<file path="config.mk">
export PLATFORM = sky130hd
export DESIGN_NAME = code_lock_controller
export DESIGN_NICKNAME = d
export VERILOG_FILES = /design/src/sv/cll_pkg.sv /design/src/sv/code_lock_controller.sv /design/src/sv/cll_fsm.sv
export SDC_FILE = /design/constraint.sdc
export NUM_CORES = 1
export LEC_CHECK = 0
export BUFFER_PORTS_ARGS = -buffer_cell sky130_fd_sc_hd__buf_2
export CAP_MARGIN = 20
export CORE_MARGIN = 2
export CORE_UTILIZATION = 55
export CTS_CLUSTER_SIZE = 30
export DETAILED_ROUTE_END_ITERATION = 16
export GPL_ROUTABILITY_DRIVEN = 0
export GPL_TIMING_DRIVEN = 0
export HOLD_SLACK_MARGIN = 0.08
export PLACE_DENSITY = 0.75
export RECOVER_POWER = 100
export SYNTH_ARGS = -nofsm -noshare
export SYNTH_HDL_FRONTEND = slang
export SYNTH_SLANG_ARGS = --single-unit
</file>
<file path="constraint.sdc">
create_clock -name i_clk -period 3.75 [get_ports i_clk]
set_input_delay 0.5625 -clock i_clk [delete_from_list [all_inputs] [get_ports i_clk]]
set_output_delay 0.5625 -clock i_clk [all_outputs]
set_load 0.1 [all_outputs]
</file>
<file path="src/sv/cll_pkg.sv">
package cll_pkg;

    localparam int MODE_W = 3;
    localparam int CNT_W = 4;
    localparam int TICK_W = 16;
    localparam int CFG_IDX_W = 2;

    localparam logic [MODE_W-1:0] MODE_NEW     = 3'd0;
    localparam logic [MODE_W-1:0] MODE_MASTER  = 3'd1;
    localparam logic [MODE_W-1:0] MODE_CONFIRM = 3'd2;
    localparam logic [MODE_W-1:0] MODE_OLD     = 3'd3;
    localparam logic [MODE_W-1:0] MODE_ENTER   = 3'd4;
    localparam logic [MODE_W-1:0] MODE_OPEN    = 3'd5;

    localparam logic [CFG_IDX_W-1:0] CFG_MASTER_CODE  = 2'd0;
    localparam logic [CFG_IDX_W-1:0] CFG_MAX_ATTEMPTS = 2'd1;
    localparam logic [CFG_IDX_W-1:0] CFG_OPEN_TICKS   = 2'd2;

    localparam logic [7:0] CHANGE_KEY = 8'h43;

    localparam logic [CNT_W-1:0]  RST_MAX_ATTEMPTS = 4'd3;
    localparam logic [TICK_W-1:0] RST_OPEN_TICKS   = 16'd3;

    typedef struct packed {
        logic [MODE_W-1:0] mode;
        logic              door_open;
        logic [CNT_W-1:0]  wrong_count;
        logic              locked_out;
    } t_result;

endpackage

</file>
<file path="src/sv/code_lock_controller.sv">
// Path: an accepted beat is registered at the input, its result is computed in one pass
// and registered in the result register; a result stall can hold the beat at the input.
// Throughput: one beat per cycle while the result side is not stalled; the lock state updates
// as the beat moves to the result register, so the next beat sees it without a bubble.
// Reset (synchronous, active low): new code mode, stored code and counts zero,
// master code 0, three attempts allowed, door held open for three ticks.
module code_lock_controller #(
    parameter int CODE_WIDTH = 8
) (
    input  logic                                i_clk,
    input  logic                                i_rst_n,
    input  logic                                i_in_valid,
    output logic                                o_in_stall,
    input  logic                                i_func,
    input  logic [CODE_WIDTH-1:0]               i_code,
    output logic                                o_out_valid,
    input  logic                                i_out_stall,
    output logic [cll_pkg::MODE_W-1:0]          o_mode,
    output logic                                o_door_open,
    output logic [cll_pkg::CNT_W-1:0]           o_wrong_count,
    output logic                                o_locked_out,
    input  logic                                i_cfg_we,
    input  logic [cll_pkg::CFG_IDX_W-1:0]       i_cfg_idx,
    input  logic [((CODE_WIDTH > cll_pkg::TICK_W) ? CODE_WIDTH : cll_pkg::TICK_W)-1:0]
                                                i_cfg_data
);

    logic [CODE_WIDTH-1:0]      r_master_code;
    logic [cll_pkg::CNT_W-1:0]  r_max_attempts;
    logic [cll_pkg::TICK_W-1:0] r_open_ticks;

    logic                       r_in_vld;
    logic                       r_func;
    logic [CODE_WIDTH-1:0]      r_code;
    logic                       r_out_vld;
    cll_pkg::t_result           r_result;
    cll_pkg::t_result           step_result;
    logic                       out_free;
    logic                       step;

    assign out_free   = !r_out_vld || !i_out_stall;
    assign step       = r_in_vld && out_free;
    assign o_in_stall = r_in_vld && !out_free;

    always_ff @(posedge i_clk) begin
        if (!i_rst_n) begin
            r_master_code  <= '0;
            r_max_attempts <= cll_pkg::RST_MAX_ATTEMPTS;
            r_open_ticks   <= cll_pkg::RST_OPEN_TICKS;
        end else if (i_cfg_we) begin
            unique case (i_cfg_idx)
                cll_pkg::CFG_MASTER_CODE:  r_master_code  <= i_cfg_data[CODE_WIDTH-1:0];
                cll_pkg::CFG_MAX_ATTEMPTS: r_max_attempts <= i_cfg_data[cll_pkg::CNT_W-1:0];
                cll_pkg::CFG_OPEN_TICKS:   r_open_ticks   <= i_cfg_data[cll_pkg::TICK_W-1:0];
                default: begin
                end
            endcase
        end
    end

    always_ff @(posedge i_clk) begin
        if (!i_rst_n) begin
            r_in_vld <= 1'b0;
        end else if (!o_in_stall) begin
            r_in_vld <= i_in_valid;
        end
    end

    always_ff @(posedge i_clk) begin
        if (i_in_valid && !o_in_stall) begin
            r_func <= i_func;
            r_code <= i_code;
        end
    end

    cll_fsm #(
        .CODE_WIDTH(CODE_WIDTH)
    ) u_fsm (
        .i_clk          (i_clk),
        .i_rst_n        (i_rst_n),
        .i_step         (step),
        .i_func         (r_func),
        .i_code         (r_code),
        .i_master_code  (r_master_code),
        .i_max_attempts (r_max_attempts),
        .i_open_ticks   (r_open_ticks),
        .o_result       (step_result)
    );

    always_ff @(posedge i_clk) begin
        if (!i_rst_n) begin
            r_out_vld <= 1'b0;
        end else if (out_free) begin
            r_out_vld <= r_in_vld;
        end
    end

    always_ff @(posedge i_clk) begin
        if (step) begin
            r_result <= step_result;
        end
    end

    assign o_out_valid   = r_out_vld;
    assign o_mode        = r_result.mode;
    assign o_door_open   = r_result.door_open;
    assign o_wrong_count = r_result.wrong_count;
    assign o_locked_out  = r_result.locked_out;

    // A beat held at the input must stay there until the result register frees up.
    assert property (@(posedge i_clk) disable iff (!i_rst_n)
        o_in_stall |=> r_in_vld)
        else $error("input beat lost while stalled");

    assert property (@(posedge i_clk) disable iff (!i_rst_n)
        (r_out_vld && i_out_stall) |=> (r_out_vld && $stable(r_result)))
        else $error("result beat changed while stalled");

    assert property (@(posedge i_clk) disable iff (!i_rst_n)
        step |=> r_out_vld)
        else $error("computed result did not reach the output");

endmodule

</file>
<file path="src/sv/cll_fsm.sv">
module cll_fsm #(
    parameter int CODE_WIDTH = 8
) (
    input  logic                        i_clk,
    input  logic                        i_rst_n,
    input  logic                        i_step,
    input  logic                        i_func,
    input  logic [CODE_WIDTH-1:0]       i_code,
    input  logic [CODE_WIDTH-1:0]       i_master_code,
    input  logic [cll_pkg::CNT_W-1:0]   i_max_attempts,
    input  logic [cll_pkg::TICK_W-1:0]  i_open_ticks,
    output cll_pkg::t_result            o_result
);

    localparam int KEY_W = (CODE_WIDTH > 8) ? CODE_WIDTH : 8;

    logic [cll_pkg::MODE_W-1:0] r_mode, n_mode;
    logic [CODE_WIDTH-1:0]      r_stored, n_stored;
    logic [cll_pkg::CNT_W-1:0]  r_attempt, n_attempt;
    logic [cll_pkg::TICK_W-1:0] r_timer, n_timer;
    logic                       lockout;
    logic                       code_match;
    logic                       change_hit;
    logic [cll_pkg::CNT_W-1:0]  wrong_next;

    assign code_match = (i_code == r_stored);
    assign change_hit = (KEY_W'(i_code) == KEY_W'(cll_pkg::CHANGE_KEY));
    assign wrong_next = r_attempt + 1'b1;

    always_comb begin
        n_mode    = r_mode;
        n_stored  = r_stored;
        n_attempt = r_attempt;
        n_timer   = r_timer;
        lockout   = 1'b0;
        if (i_func) begin
            if (r_mode == cll_pkg::MODE_OPEN) begin
                if (r_timer <= cll_pkg::TICK_W'(1)) begin
                    n_timer   = '0;
                    n_mode    = cll_pkg::MODE_ENTER;
                    n_attempt = '0;
                end else begin
                    n_timer = r_timer - 1'b1;
                end
            end
        end else begin
            unique case (r_mode)
                cll_pkg::MODE_NEW: begin
                    n_stored  = i_code;
                    n_mode    = cll_pkg::MODE_CONFIRM;
                    n_attempt = '0;
                end
                cll_pkg::MODE_MASTER: begin
                    if (i_code == i_master_code) begin
                        n_mode    = cll_pkg::MODE_NEW;
                        n_attempt = '0;
                    end
                end
                cll_pkg::MODE_CONFIRM: begin
                    n_attempt = '0;
                    if (code_match) begin
                        n_mode  = cll_pkg::MODE_OPEN;
                        n_timer = i_open_ticks;
                    end else begin
                        n_mode = cll_pkg::MODE_NEW;
                    end
                end
                cll_pkg::MODE_OLD, cll_pkg::MODE_ENTER: begin
                    if (r_mode == cll_pkg::MODE_ENTER && change_hit) begin
                        n_mode    = cll_pkg::MODE_OLD;
                        n_attempt = '0;
                    end else if (code_match) begin
                        n_attempt = '0;
                        if (r_mode == cll_pkg::MODE_ENTER) begin
                            n_mode  = cll_pkg::MODE_OPEN;
                            n_timer = i_open_ticks;
                        end else begin
                            n_mode = cll_pkg::MODE_NEW;
                        end
                    end else if (wrong_next >= i_max_attempts) begin
                        n_mode    = cll_pkg::MODE_MASTER;
                        n_attempt = '0;
                        lockout   = 1'b1;
                    end else begin
                        n_attempt = wrong_next;
                    end
                end
                cll_pkg::MODE_OPEN: begin
                end
                default: begin
                    n_mode    = cll_pkg::MODE_NEW;
                    n_attempt = '0;
                end
            endcase
        end
    end

    always_ff @(posedge i_clk) begin
        if (!i_rst_n) begin
            r_mode    <= cll_pkg::MODE_NEW;
            r_stored  <= '0;
            r_attempt <= '0;
            r_timer   <= '0;
        end else if (i_step) begin
            r_mode    <= n_mode;
            r_stored  <= n_stored;
            r_attempt <= n_attempt;
            r_timer   <= n_timer;
        end
    end

    always_comb begin
        o_result.mode        = n_mode;
        o_result.door_open   = (n_mode == cll_pkg::MODE_OPEN);
        o_result.wrong_count = n_attempt;
        o_result.locked_out  = lockout;
    end

    // Wrong entries are only ever counted while a code is being checked.
    assert property (@(posedge i_clk) disable iff (!i_rst_n)
        (r_attempt != '0) |-> (r_mode == cll_pkg::MODE_ENTER || r_mode == cll_pkg::MODE_OLD))
        else $error("attempt count held outside enter or old mode");

    assert property (@(posedge i_clk) disable iff (!i_rst_n)
        (i_step && lockout) |=> (r_mode == cll_pkg::MODE_MASTER && r_attempt == '0))
        else $error("lockout did not land in master mode with a clear count");

    // The open timer only runs down while the door is held open.
    assert property (@(posedge i_clk) disable iff (!i_rst_n)
        (r_mode != cll_pkg::MODE_OPEN && $past(r_mode) != cll_pkg::MODE_OPEN) |-> $stable(r_timer))
        else $error("open timer moved while the door was closed");

    assert property (@(posedge i_clk) disable iff (!i_rst_n)
        (i_step && i_func && r_mode != cll_pkg::MODE_OPEN) |=> $stable(r_mode))
        else $error("tick changed the mode with the door closed");

endmodule

</file>
==> flow_summary.json <==
{
  "ys_types": 60,
  "critPathLaunch": "u_fsm.r_mode[1]",
  "hold_path_class": "input pin to flip-flop",
  "synthArstFlopShare_pct": 0,
  "yosysMostFrequentCell": "nand2_1",
  "period_needed_ns": 2.85,
  "post_cts_resized": 0,
  "cts_setup_buffers": 0,
  "required_ns": 4.04,
  "rsz0062_at_grt": "false",
  "core_sq_um": 6870,
  "layout.nets": 544,
  "finalCritPeriodShare_pct": 75.9,
  "synthCells": 453,
  "die-area_sq_um": 7900,
  "ys_seq_area_share_pct": 44.4,
  "firstDrtPassIters": 5,
  "ant_nets": 0,
  "insertion_delay_ns": 0.35,
  "hold_buffers": 0,
  "cp-start-kind": "flip-flop",
  "cts_tree": "built",
  "hold_viol": 0,
  "cts_buffers": 9,
  "drt-wirelength-per-cell_microns": 15.6,
  "critPathArrivalTime_ns": 3.13,
  "max_slew_margin_pct": 22.3,
  "synth_common_cells": "62 x nand2_1, 61 x dfxtp_1, 51 x nor2_1",
  "antenna_cells": 0,
  "drv_slew": 0,
  "crit_type": "flip-flop to flip-flop",
  "synth_top_area_cell": "dfxtp_1",
  "worst_slew_pin_slew_ns": 1.17,
  "fmax_ghz": 0.351,
  "synth_area_leaders": "dfxtp_1 31%, edfxtp_1 14%, nand2_1 5.9%",
  "drt_wl_total_microns": 9460,
  "synth_top_area_share_pct": 30.8,
  "timing.rr.end": "u_fsm.r_timer[15]",
  "antenna_found_initial": 0,
  "synth_edf_count": 18,
  "avgSynthCellArea_sq_um": 8.75,
  "setup_viol": 0,
  "area_growth_syn_to_layout_pct": 12.1,
  "crit_fanout": 10,
  "layout-drive-gt1-share_pct": 11.4,
  "ys_ff_latch": 79,
  "fillers": 598,
  "end_kind": "flip-flop",
  "grt_pass1_vias": 3223,
  "hold_end": "r_code[1]",
  "via_count": 3526,
  "start_util_pct": 57.7,
  "cts_max_path_buffers": 2,
  "h-tree-depth": 3,
  "power_density_nw_per_um2": 385,
  "die_height_microns": 88.9,
  "worst_r2r_path_depth": 9,
  "grt.total_usage_pct": 25.7,
  "drc": 0,
  "rr_startpoint": "u_fsm.r_mode[1]",
  "grt_pass1_wl_microns": 15500,
  "clock-skew-final_ns": 0.00748,
  "clkSinkCount": 79,
  "clockRootBuffer": "clkbuf_8",
  "clkTransAtPathRegs_ns": 0.08,
  "post-place-cells": 590,
  "instances_no_fill": 606,
  "die_x_microns": 88.9,
  "drv_cap": 0,
  "place_hpwl_microns": 6900,
  "rows": 30,
  "pin_count": 43,
  "reg2reg_slack_ns": 0.90,
  "syn_nets": 492,
  "synth_warnings": 0,
  "port_buffers": 41,
  "min_path_cells": 1,
  "leakagePower_nw": 1.73,
  "grt_max_degree": 15,
  "via_per_inst": 5.82,
  "ys.flop_type": "dfxtp_1",
  "outcome": "finished, final reports clean",
  "hold_start": "i_code[1]",
  "drt_iter0_markers": 421,
  "netlist_area_sq_um": 3970,
  "grt.overflow.total": 0,
  "peakVddDrop_v": 0.000286,
  "timing.setup.tns_ns": 0
}
## power by group
part / switching, mW / total [mW] / internal [mW] / leakage [nW]
logic: 0.116 / 0.170 / 0.0537 / 0.963
clock network: 0.327 / 0.629 / 0.303 / 0.0991
registers: 0.0190 / 0.914 / 0.895 / 0.669
## kinds of logic (layout without fill, tap and decap cells)
family | Yosys count | after routing | share of synthesized area, %
fa+ha+maj | 7 | 7 | 2.21
simple gates | 179 | 179 | 21.7
xor+xnor | 21 | 21 | 4.64
compound gates | 109 | 109 | 18.0
buf+inv | 37 | 94 | 3.63
mux | 21 | 21 | 5.33
flops | 79 | 79 | 44.4
## registers in the layout, summed over array words and instances (netlist names)
| name | count |
|---|---|
| r_open_ticks | 16 |
| u_fsm.r_timer | 16 |
| r_code | 8 |
| r_master_code | 8 |
| u_fsm.r_stored | 8 |
| o_wrong_count | 4 |
| r_max_attempts | 4 |
| u_fsm.r_attempt | 4 |
| o_mode | 3 |
| u_fsm.r_mode | 3 |
| o_door_open | 1 |
| o_locked_out | 1 |
| o_out_valid | 1 |
| r_func | 1 |
| r_in_vld | 1 |
## cells in the final DEF (no fill, tap or decap), drive strengths merged, types with 7 or more instances in the layout
cell type	netlist	layout
nand2	62	62
dfxtp	61	61
nor2	51	51
clkbuf	15	44
a21oi	42	42
buf	7	30
o21ai	25	25
mux2i	20	20
edfxtp	18	18
inv	15	17
nor3	13	13
xor2	12	12
nand3	10	10
xnor2	9	9
nor2b	8	8
ha	7	7
## how the worst max path moves through the flow
stage | slack (ns) | depth (start not counted) | end
6_report | 0.90 | 9 | u_fsm.r_timer[15]
5_1_grt | 0.59 | 9 | u_fsm.r_timer[15]
4_1_cts | 1.22 | 7 | u_fsm.r_timer[9]
3_5_place_dp | 1.24 | 7 | u_fsm.r_stored[6]
3_3_place_gp | 1.30 | 7 | u_fsm.r_stored[6]
2_1_floorplan | 1.15 | 2 | r_code[0]
## layout make-up
cell class	count	area [sq um]	share of cell area, %
Multi-Input combinational cell	337	2030	45.7
Sequential cell	79	1760	39.6
Timing Repair Buffer	41	190	4.28
Clock buffer	11	163	3.66
Tap cell	96	120	2.70
Buffer	22	83.8	1.89
Inverter	15	56.3	1.27
Clock inverter	5	37.5	0.844
## per-stage QoR
| stage | hold WS (ns) | cell area [sq um] | total power, mW | setup slack [ns] | util (%) |
|---|---|---|---|---|---|
| final | 0.378 | 4450 | 1.71 | 0.904 | 64.7 |
| after global routing | 0.364 | 4450 | 1.77 | 0.593 | 64.7 |
| after CTS | 0.366 | 4490 | 1.72 | 1.22 | 65.4 |
| after detailed placement | 0.443 | 4290 | 1.11 | 1.24 | 62.5 |
| after global placement | 0.438 | 4290 | 1.10 | 1.30 | 62.5 |
| after floorplan | 0.432 | 3970 | 1.05 | 1.15 | - |
## per-layer routing
layer / track usage, % / routed length, microns
met5: 0 / 0
met4: 11.6 / 193
met3: 3.97 / 481
met2: 39.6 / 4310
met1: 35.7 / 4480
## worst max-delay path: stages, from the launching register on
cell and delay, ns:
dfxtp_1 0.31, clkbuf_1 0.23, nor2b_1 0.40, o311ai_0 0.27
a211oi_1 0.31, o21a_1 0.17, clkbuf_1 0.35, clkbuf_1 0.42
o21ai_0 0.17, a21oi_1 0.15
(Power assumes the default switching activity.)
